File: config.mk
export PLATFORM = sky130hd
export DESIGN_NAME = id3v2_frame_parser
export DESIGN_NICKNAME = d
export VERILOG_FILES = /design/src/sv/id3fp_pkg.sv /design/src/sv/id3v2_frame_parser.sv
export SDC_FILE = /design/constraint.sdc
export NUM_CORES = 1
export LEC_CHECK = 0
export ABC_AREA = 1
export BUFFER_PORTS_ARGS = -buffer_cell sky130_fd_sc_hd__buf_2
export CAP_MARGIN = 40
export CORE_ASPECT_RATIO = 1.25
export CORE_UTILIZATION = 55
export DETAILED_ROUTE_END_ITERATION = 8
export GPL_ROUTABILITY_DRIVEN = 0
export PLACE_DENSITY_LB_ADDON = 0.3
export SLEW_MARGIN = 5
export SYNTH_ARGS = -nofsm -noshare
export SYNTH_HDL_FRONTEND = slang
export SYNTH_SLANG_ARGS = --single-unit
File: constraint.sdc
create_clock -name clk -period 3.47 [get_ports clk]
set_input_delay 0.1735 -clock clk [delete_from_list [all_inputs] [get_ports clk]]
set_output_delay 0.1735 -clock clk [all_outputs]
set_load 0.01 [all_outputs]
File: src/sv/id3fp_pkg.sv
// ------------------------------------------------------------------------
// id3fp_pkg
// shared types and codes for the id3v2 frame parser
// ------------------------------------------------------------------------
`timescale 1ns / 1ps

package id3fp_pkg;

    // result kinds
    localparam logic [1:0] KIND_NAME   = 2'd0;
    localparam logic [1:0] KIND_UNIT   = 2'd1;
    localparam logic [1:0] KIND_RAW    = 2'd2;
    localparam logic [1:0] KIND_STATUS = 2'd3;

    // frame status codes
    localparam logic [1:0] ST_OK      = 2'd0;
    localparam logic [1:0] ST_BAD_ENC = 2'd1;
    localparam logic [1:0] ST_BAD_BOM = 2'd2;

    // byte values
    localparam logic [7:0] CHAR_T   = 8'h54;
    localparam logic [7:0] ENC_LAT1 = 8'h00;
    localparam logic [7:0] ENC_U16  = 8'h01;
    localparam logic [7:0] BOM_FE   = 8'hFE;
    localparam logic [7:0] BOM_FF   = 8'hFF;

    localparam int HDR_LEN = 10;
    localparam int MAX_RES = 3;
    localparam int QDEPTH  = 4;

    typedef struct packed {
        logic [1:0]  kind;
        logic [15:0] value;
        logic [1:0]  status;
        logic        last;
    } item_t;

    function automatic item_t make_item(logic [1:0] kind, logic [15:0] value,
                                        logic [1:0] status, logic last);
        item_t it;
        it.kind   = kind;
        it.value  = value;
        it.status = status;
        it.last   = last;
        return it;
    endfunction

endpackage

File: src/sv/id3v2_frame_parser.sv
// results of an accepted word are written to a 4-entry result queue in the same cycle
// and are presented on the output from the queue registers, in the order written
// throughput: one word per cycle while each word yields at most one result and out_stall is low; a frame
// end can yield up to three, and input then stalls while the single output drains them
// rst_n (async, active low) clears parser state and empties the queue
`timescale 1ns / 1ps

// ------------------------------------------------------------------------
// id3v2_frame_parser
// header reader, text decoder (latin-1 / utf-16) and raw pass-through
// ------------------------------------------------------------------------
module id3v2_frame_parser #(
    parameter int SIZE_BITS = 32
) (
    input  logic        clk,
    input  logic        rst_n,
    input  logic        in_valid,
    output logic        in_stall,
    input  logic [7:0]  data_byte,
    input  logic        frame_start,
    output logic        out_valid,
    input  logic        out_stall,
    output logic [1:0]  out_kind,
    output logic [15:0] out_value,
    output logic [1:0]  frame_status,
    output logic        last_of_frame
);
    import id3fp_pkg::*;

    localparam logic [2:0] PH_IDLE   = 3'd0;
    localparam logic [2:0] PH_HEADER = 3'd1;
    localparam logic [2:0] PH_ENC    = 3'd2;
    localparam logic [2:0] PH_BOM1   = 3'd3;
    localparam logic [2:0] PH_BOM2   = 3'd4;
    localparam logic [2:0] PH_TEXT   = 3'd5;
    localparam logic [2:0] PH_RAW    = 3'd6;
    localparam logic [2:0] PH_SKIP   = 3'd7;

    localparam int PTR_W = $clog2(QDEPTH);
    localparam int CNT_W = $clog2(QDEPTH + 1);

    logic [2:0]           phase_reg, phase_next;
    logic [3:0]           hidx_reg, hidx_next;
    logic [SIZE_BITS-1:0] left_reg, left_next;
    logic                 is_text_reg, is_text_next;
    logic                 enc_reg, enc_next;
    logic                 big_endian_reg, big_endian_next;
    logic [7:0]           fpb_reg, fpb_next;
    logic                 in_pair_reg, in_pair_next;
    logic [15:0]          held_reg, held_next;
    logic                 held_valid_reg, held_valid_next;
    logic [1:0]           err_reg, err_next;

    item_t                res [MAX_RES];
    logic [1:0]           res_n;
    logic                 body_end;
    logic [15:0]          unit;

    item_t                queue_reg [QDEPTH];
    logic [PTR_W-1:0]     wr_ptr_reg, rd_ptr_reg;
    logic [CNT_W-1:0]     count_reg;
    logic                 accept, pop;

    assign in_stall = (count_reg > CNT_W'(QDEPTH - MAX_RES));
    assign accept   = in_valid && !in_stall;
    assign out_valid = (count_reg != '0);
    assign pop       = out_valid && !out_stall;

    assign out_kind      = queue_reg[rd_ptr_reg].kind;
    assign out_value     = queue_reg[rd_ptr_reg].value;
    assign frame_status  = queue_reg[rd_ptr_reg].status;
    assign last_of_frame = queue_reg[rd_ptr_reg].last;

    always_comb
    begin
        phase_next      = phase_reg;
        hidx_next       = hidx_reg;
        left_next       = left_reg;
        is_text_next    = is_text_reg;
        enc_next        = enc_reg;
        big_endian_next = big_endian_reg;
        fpb_next        = fpb_reg;
        in_pair_next    = in_pair_reg;
        held_next       = held_reg;
        held_valid_next = held_valid_reg;
        err_next        = err_reg;
        res_n           = 2'd0;
        body_end        = 1'b0;
        unit            = 16'd0;
        for (int k = 0; k < MAX_RES; k++)
        begin
            res[k] = '0;
        end

        if (accept)
        begin
            if (frame_start)
            begin
                phase_next      = PH_HEADER;
                hidx_next       = 4'd0;
                left_next       = '0;
                is_text_next    = 1'b0;
                enc_next        = 1'b0;
                big_endian_next = 1'b0;
                fpb_next        = 8'd0;
                in_pair_next    = 1'b0;
                held_next       = 16'd0;
                held_valid_next = 1'b0;
                err_next        = ST_OK;
            end

            if (phase_next == PH_HEADER)
            begin
                if (hidx_next < 4'd4)
                begin
                    if (hidx_next == 4'd0)
                    begin
                        is_text_next = (data_byte == CHAR_T);
                    end
                    res[res_n] = make_item(KIND_NAME, {8'd0, data_byte}, ST_OK, 1'b0);
                    res_n = res_n + 2'd1;
                end
                else if (hidx_next < 4'd8)
                begin
                    // size accumulates in the byte counter, upper bytes fall off when SIZE_BITS is below 32
                    left_next = (left_next << 8) | SIZE_BITS'(data_byte);
                end
                if (hidx_next >= 4'(HDR_LEN - 1))
                begin
                    hidx_next  = 4'd0;
                    phase_next = is_text_next ? PH_ENC : PH_RAW;
                    body_end   = (left_next == '0);
                end
                else
                begin
                    hidx_next = hidx_next + 4'd1;
                end
            end
            else if (phase_next != PH_IDLE)
            begin
                left_next = left_next - SIZE_BITS'(1);
                body_end  = (left_next == '0);
                case (phase_next)
                    PH_ENC:
                    begin
                        if (data_byte == ENC_LAT1)
                        begin
                            enc_next   = 1'b0;
                            phase_next = PH_TEXT;
                        end
                        else if (data_byte == ENC_U16)
                        begin
                            enc_next   = 1'b1;
                            phase_next = PH_BOM1;
                            if (body_end)
                            begin
                                err_next = ST_BAD_BOM;
                            end
                        end
                        else
                        begin
                            err_next   = ST_BAD_ENC;
                            phase_next = PH_SKIP;
                        end
                    end
                    PH_BOM1:
                    begin
                        fpb_next   = data_byte;
                        phase_next = PH_BOM2;
                        if (body_end)
                        begin
                            err_next = ST_BAD_BOM;
                        end
                    end
                    PH_BOM2:
                    begin
                        if ((fpb_next == BOM_FE && data_byte == BOM_FF) ||
                            (fpb_next == BOM_FF && data_byte == BOM_FE))
                        begin
                            big_endian_next = (fpb_next == BOM_FE);
                            phase_next      = PH_TEXT;
                        end
                        else
                        begin
                            err_next   = ST_BAD_BOM;
                            phase_next = PH_SKIP;
                        end
                        fpb_next = 8'd0;
                    end
                    PH_TEXT:
                    begin
                        if (!enc_next || in_pair_next)
                        begin
                            if (!enc_next)
                            begin
                                unit = {8'd0, data_byte};
                            end
                            else if (big_endian_next)
                            begin
                                unit = {fpb_next, data_byte};
                            end
                            else
                            begin
                                unit = {data_byte, fpb_next};
                            end
                            in_pair_next = 1'b0;
                            // one-unit hold so a trailing null can be dropped
                            if (held_valid_next)
                            begin
                                res[res_n] = make_item(KIND_UNIT, held_next, ST_OK, 1'b0);
                                res_n = res_n + 2'd1;
                            end
                            held_next       = unit;
                            held_valid_next = 1'b1;
                        end
                        else if (data_byte != BOM_FE && data_byte != BOM_FF)
                        begin
                            fpb_next     = data_byte;
                            in_pair_next = 1'b1;
                        end
                    end
                    PH_RAW:
                    begin
                        res[res_n] = make_item(KIND_RAW, {8'd0, data_byte}, ST_OK, 1'b0);
                        res_n = res_n + 2'd1;
                    end
                    default:
                    begin
                    end
                endcase
            end

            if (body_end)
            begin
                if (phase_next == PH_TEXT && held_valid_next && held_next != 16'd0)
                begin
                    res[res_n] = make_item(KIND_UNIT, held_next, ST_OK, 1'b0);
                    res_n = res_n + 2'd1;
                end
                held_valid_next = 1'b0;
                in_pair_next    = 1'b0;
                res[res_n] = make_item(KIND_STATUS, {14'd0, err_next}, err_next, 1'b1);
                res_n = res_n + 2'd1;
                phase_next = PH_IDLE;
            end
        end
    end

    always_ff @(posedge clk or negedge rst_n)
    begin
        if (!rst_n)
        begin
            phase_reg      <= PH_IDLE;
            hidx_reg       <= 4'd0;
            left_reg       <= '0;
            is_text_reg    <= 1'b0;
            enc_reg        <= 1'b0;
            big_endian_reg <= 1'b0;
            fpb_reg        <= 8'd0;
            in_pair_reg    <= 1'b0;
            held_reg       <= 16'd0;
            held_valid_reg <= 1'b0;
            err_reg        <= ST_OK;
            wr_ptr_reg     <= '0;
            rd_ptr_reg     <= '0;
            count_reg      <= '0;
        end
        else
        begin
            phase_reg      <= phase_next;
            hidx_reg       <= hidx_next;
            left_reg       <= left_next;
            is_text_reg    <= is_text_next;
            enc_reg        <= enc_next;
            big_endian_reg <= big_endian_next;
            fpb_reg        <= fpb_next;
            in_pair_reg    <= in_pair_next;
            held_reg       <= held_next;
            held_valid_reg <= held_valid_next;
            err_reg        <= err_next;
            wr_ptr_reg     <= wr_ptr_reg + PTR_W'(res_n);
            rd_ptr_reg     <= rd_ptr_reg + PTR_W'(pop);
            count_reg      <= count_reg + CNT_W'(res_n) - CNT_W'(pop);
        end
    end

    // result queue payload
    always_ff @(posedge clk)
    begin
        for (int k = 0; k < MAX_RES; k++)
        begin
            if (2'(k) < res_n)
            begin
                queue_reg[wr_ptr_reg + PTR_W'(k)] <= res[k];
            end
        end
    end

endmodule

==> metrics <==
status=finished with violations; failing checks=DRC; Post-Route Utilization=0.6929; Pleak=approximately 7.2 nW; reg2reg path depth=19; met2 Use GR=0.6491; met3 usage=0.05566; Hold Path Depth=3; Seq/Total Area, Yosys=0.3486; Clock Tree Buf Depth=2; overall routed net length=approximately 45000 µm; fin crit share=0.9763; EDFF count, synth=84; Worst Setup End Kind=flop; Inserted Diodes=0; Worst Skew=0.01636 ns; met1 Resource Use GR=0.4352; num ports=36; Final #Nets=2114; Final setup viols=0; Worst Setup Start Kind=flop; # rows=61; residual DRC count=8; Mapped Area=0.01276 mm²; layout cells sized above 1=0.2185; syn_nets=between 1500 and 2000; Post-DP HPWL=around 32000 µm; f_max=295.2 MHz; Slew Limit Headroom=0.4144; final setup margin=0.08212 ns; most frequent cells in the layout=nand2_1, nor2_1, o21ai_0, buf_4, inv_1; initial antenna violation count=0; endpoints failing hold=0; most common cell after layout, fill and taps aside=nand2_1; max-cap violations=0; H-tree levels=4; Final Max Tran Viols=0; critical path required time=3.64 ns; fraction of registers with async set/reset=0.4783; worst-skew pair later-pin latency=0.45 ns; max FFs per register=84; area grow syn2layout=22.24%; first-pass GRT wire length=69620 µm; starting density of the core=0.5668; Cell variety after synth=57; critical path peak fanout=17; Seq cells post-synth=161; RSZ-0062 raised after global routing=true; vias in the first global route=between 10000 and 15000; clock sink count=161; Mapped Cells=1905; CTS tree=built; core area=approximately 0.023 mm²; Post-Place Worst Slack=-0.04747 ns; Max VDD drop=0.5364 mV; via count=14490; die span in x=138.2 µm; Avg Cell Area, Syn=6.699 µm²; clock slew at the register clock pins of the worst setup and hold paths=0.07 ns; Vias/cell=6.078; Num CTS Buffers=17; Detail Route Antenna Nets=0; worst-margin pin slew=0.8784 ns; Die Area=0.02382 mm²; final period demand of the worst path=3.388 ns; clock root buffer=clkbuf_16; Avg WL per Cell=between 15 and 20 µm; Crit Path Class=reg -> reg; main flop type after synthesis=edfxtp_1; Synthesis Warnings=0; gr ovfl total=0; crit path DAT=3.56 ns; worst min-delay path class=in -> reg; GRT Total Usage=0.3734; die height=between 150 and 200 µm; gr busiest metal=met2; Initial DRC Count=approximately 1700; Port Buffers=35; Detailed Routing Iterations Pass 1=9; Pwr Density=~730 mW/mm²; pin count of the biggest net entering global routing=63
[final timing paths]
check                              from              end  slack [ns]
setup / recovery            hidx_reg[2]  queue_reg[2][3]        0.08
hold / removal                out_stall    rd_ptr_reg[0]        0.16
setup reg to reg            hidx_reg[2]  queue_reg[2][3]        0.08
hold reg to reg            count_reg[2]     count_reg[2]        0.47
max in group asynchronous         rst_n      left_reg[5]        2.24
min in group asynchronous         rst_n     left_reg[27]        0.38
[per-layer routing]
layer | wire [µm] | up-vias
met4 | 3118 | 0
met2 | 21440 | 1019
met5 | 0 | -
met1 | 16060 | 6505
li1 | - | 6687
met3 | 3998 | 278
[logic make-up (layout without fill, tap and decap cells)]
family / count (synthesis) / in the layout / share of synthesized area
and+or+nand+nor: 1029 / 1030 / 0.3569
buffers and inverters: 269 / 464 / 0.08941
DFF: 161 / 161 / 0.3486
AOI/OAI and AO/OA: 428 / 428 / 0.1883
xor gates and xnor gates: 5 / 5 / 0.003432
adders and majority gates: 13 / 13 / 0.01333
[stage by stage]
stage | setup TNS, ns | power [W] | std cells | instance area [µm²] | hold slack, ns
after detailed placement | -1.453 | 0.009014 | 2331 | 14520 | 0.3353
after floorplan | 0 | 0.006686 | 1905 | 12870 | -0.1221
after global routing | -6.957 | 0.01218 | 2384 | 15600 | 0.1884
after CTS | 0 | 0.01087 | 2364 | 15090 | 0.1602
after global placement | 0 | 0.008843 | 2330 | 14490 | 0.3103
final | 0 | 0.01146 | 2384 | 15600 | 0.1578
[layout make-up]
cell class / instances / area, µm²
repair buffers: 241 / 1962
clock buffers: 19 / 432.9
flip-flops and latches: 161 / 4452
multi-input cells: 1476 / 7553
inverters: 191 / 720.7
clock inverters: 13 / 126.4
fillers: 1863 / 6914
well taps: 283 / 354.1
[cell usage after synthesis (10+ instances only)]
master	number	share of area
a21oi_1	64	0.025
buf_6	13	0.011
clkbuf_1	51	0.015
dfrtp_1	77	0.15
edfxtp_1	84	0.20
ha_1	12	0.012
inv_1	175	0.051
inv_2	15	0.0044
nand2_1	568	0.17
nand2_2	25	0.012
nand3_1	97	0.038
nand4_1	21	0.010
nor2_1	233	0.069
nor2_2	20	0.0098
nor3_1	17	0.0067
o211ai_1	20	0.012
o21ai_0	218	0.085
o21ai_1	50	0.020
o21ai_2	10	0.0069
o22ai_1	34	0.017
[report_power, final]
part	switching [W]	internal, W
Clock	0.000851	0.00100
Sequential	0.000477	0.00248
Combinational	0.00427	0.00239
[what timing repair did]
item	4_1_cts	5_1_grt
setup endpoints to repair	0	170
hold buffers	1	0
setup buffers	0	16
resized for setup	0	88
endpoints found under the hold margin	61	0
[worst max-delay path: stages, from the launching register on]
cell and delay, ns:
dfrtp_1 0.37, inv_1 0.09, nor2_2 0.16, nand2_4 0.12, buf_12 0.17, buf_4 0.16, nand2_1 0.06, o21ai_0 0.14
inv_1 0.12, nand4_1 0.12, nor4_2 0.34, nand3_1 0.21, nand2_4 0.15, buf_4 0.18, nand4_4 0.11, nor2_4 0.20
nor2_8 0.06, buf_12 0.15, nand2_1 0.07, nand3_1 0.10
Note: power is estimated with default switching activity, not from simulation.
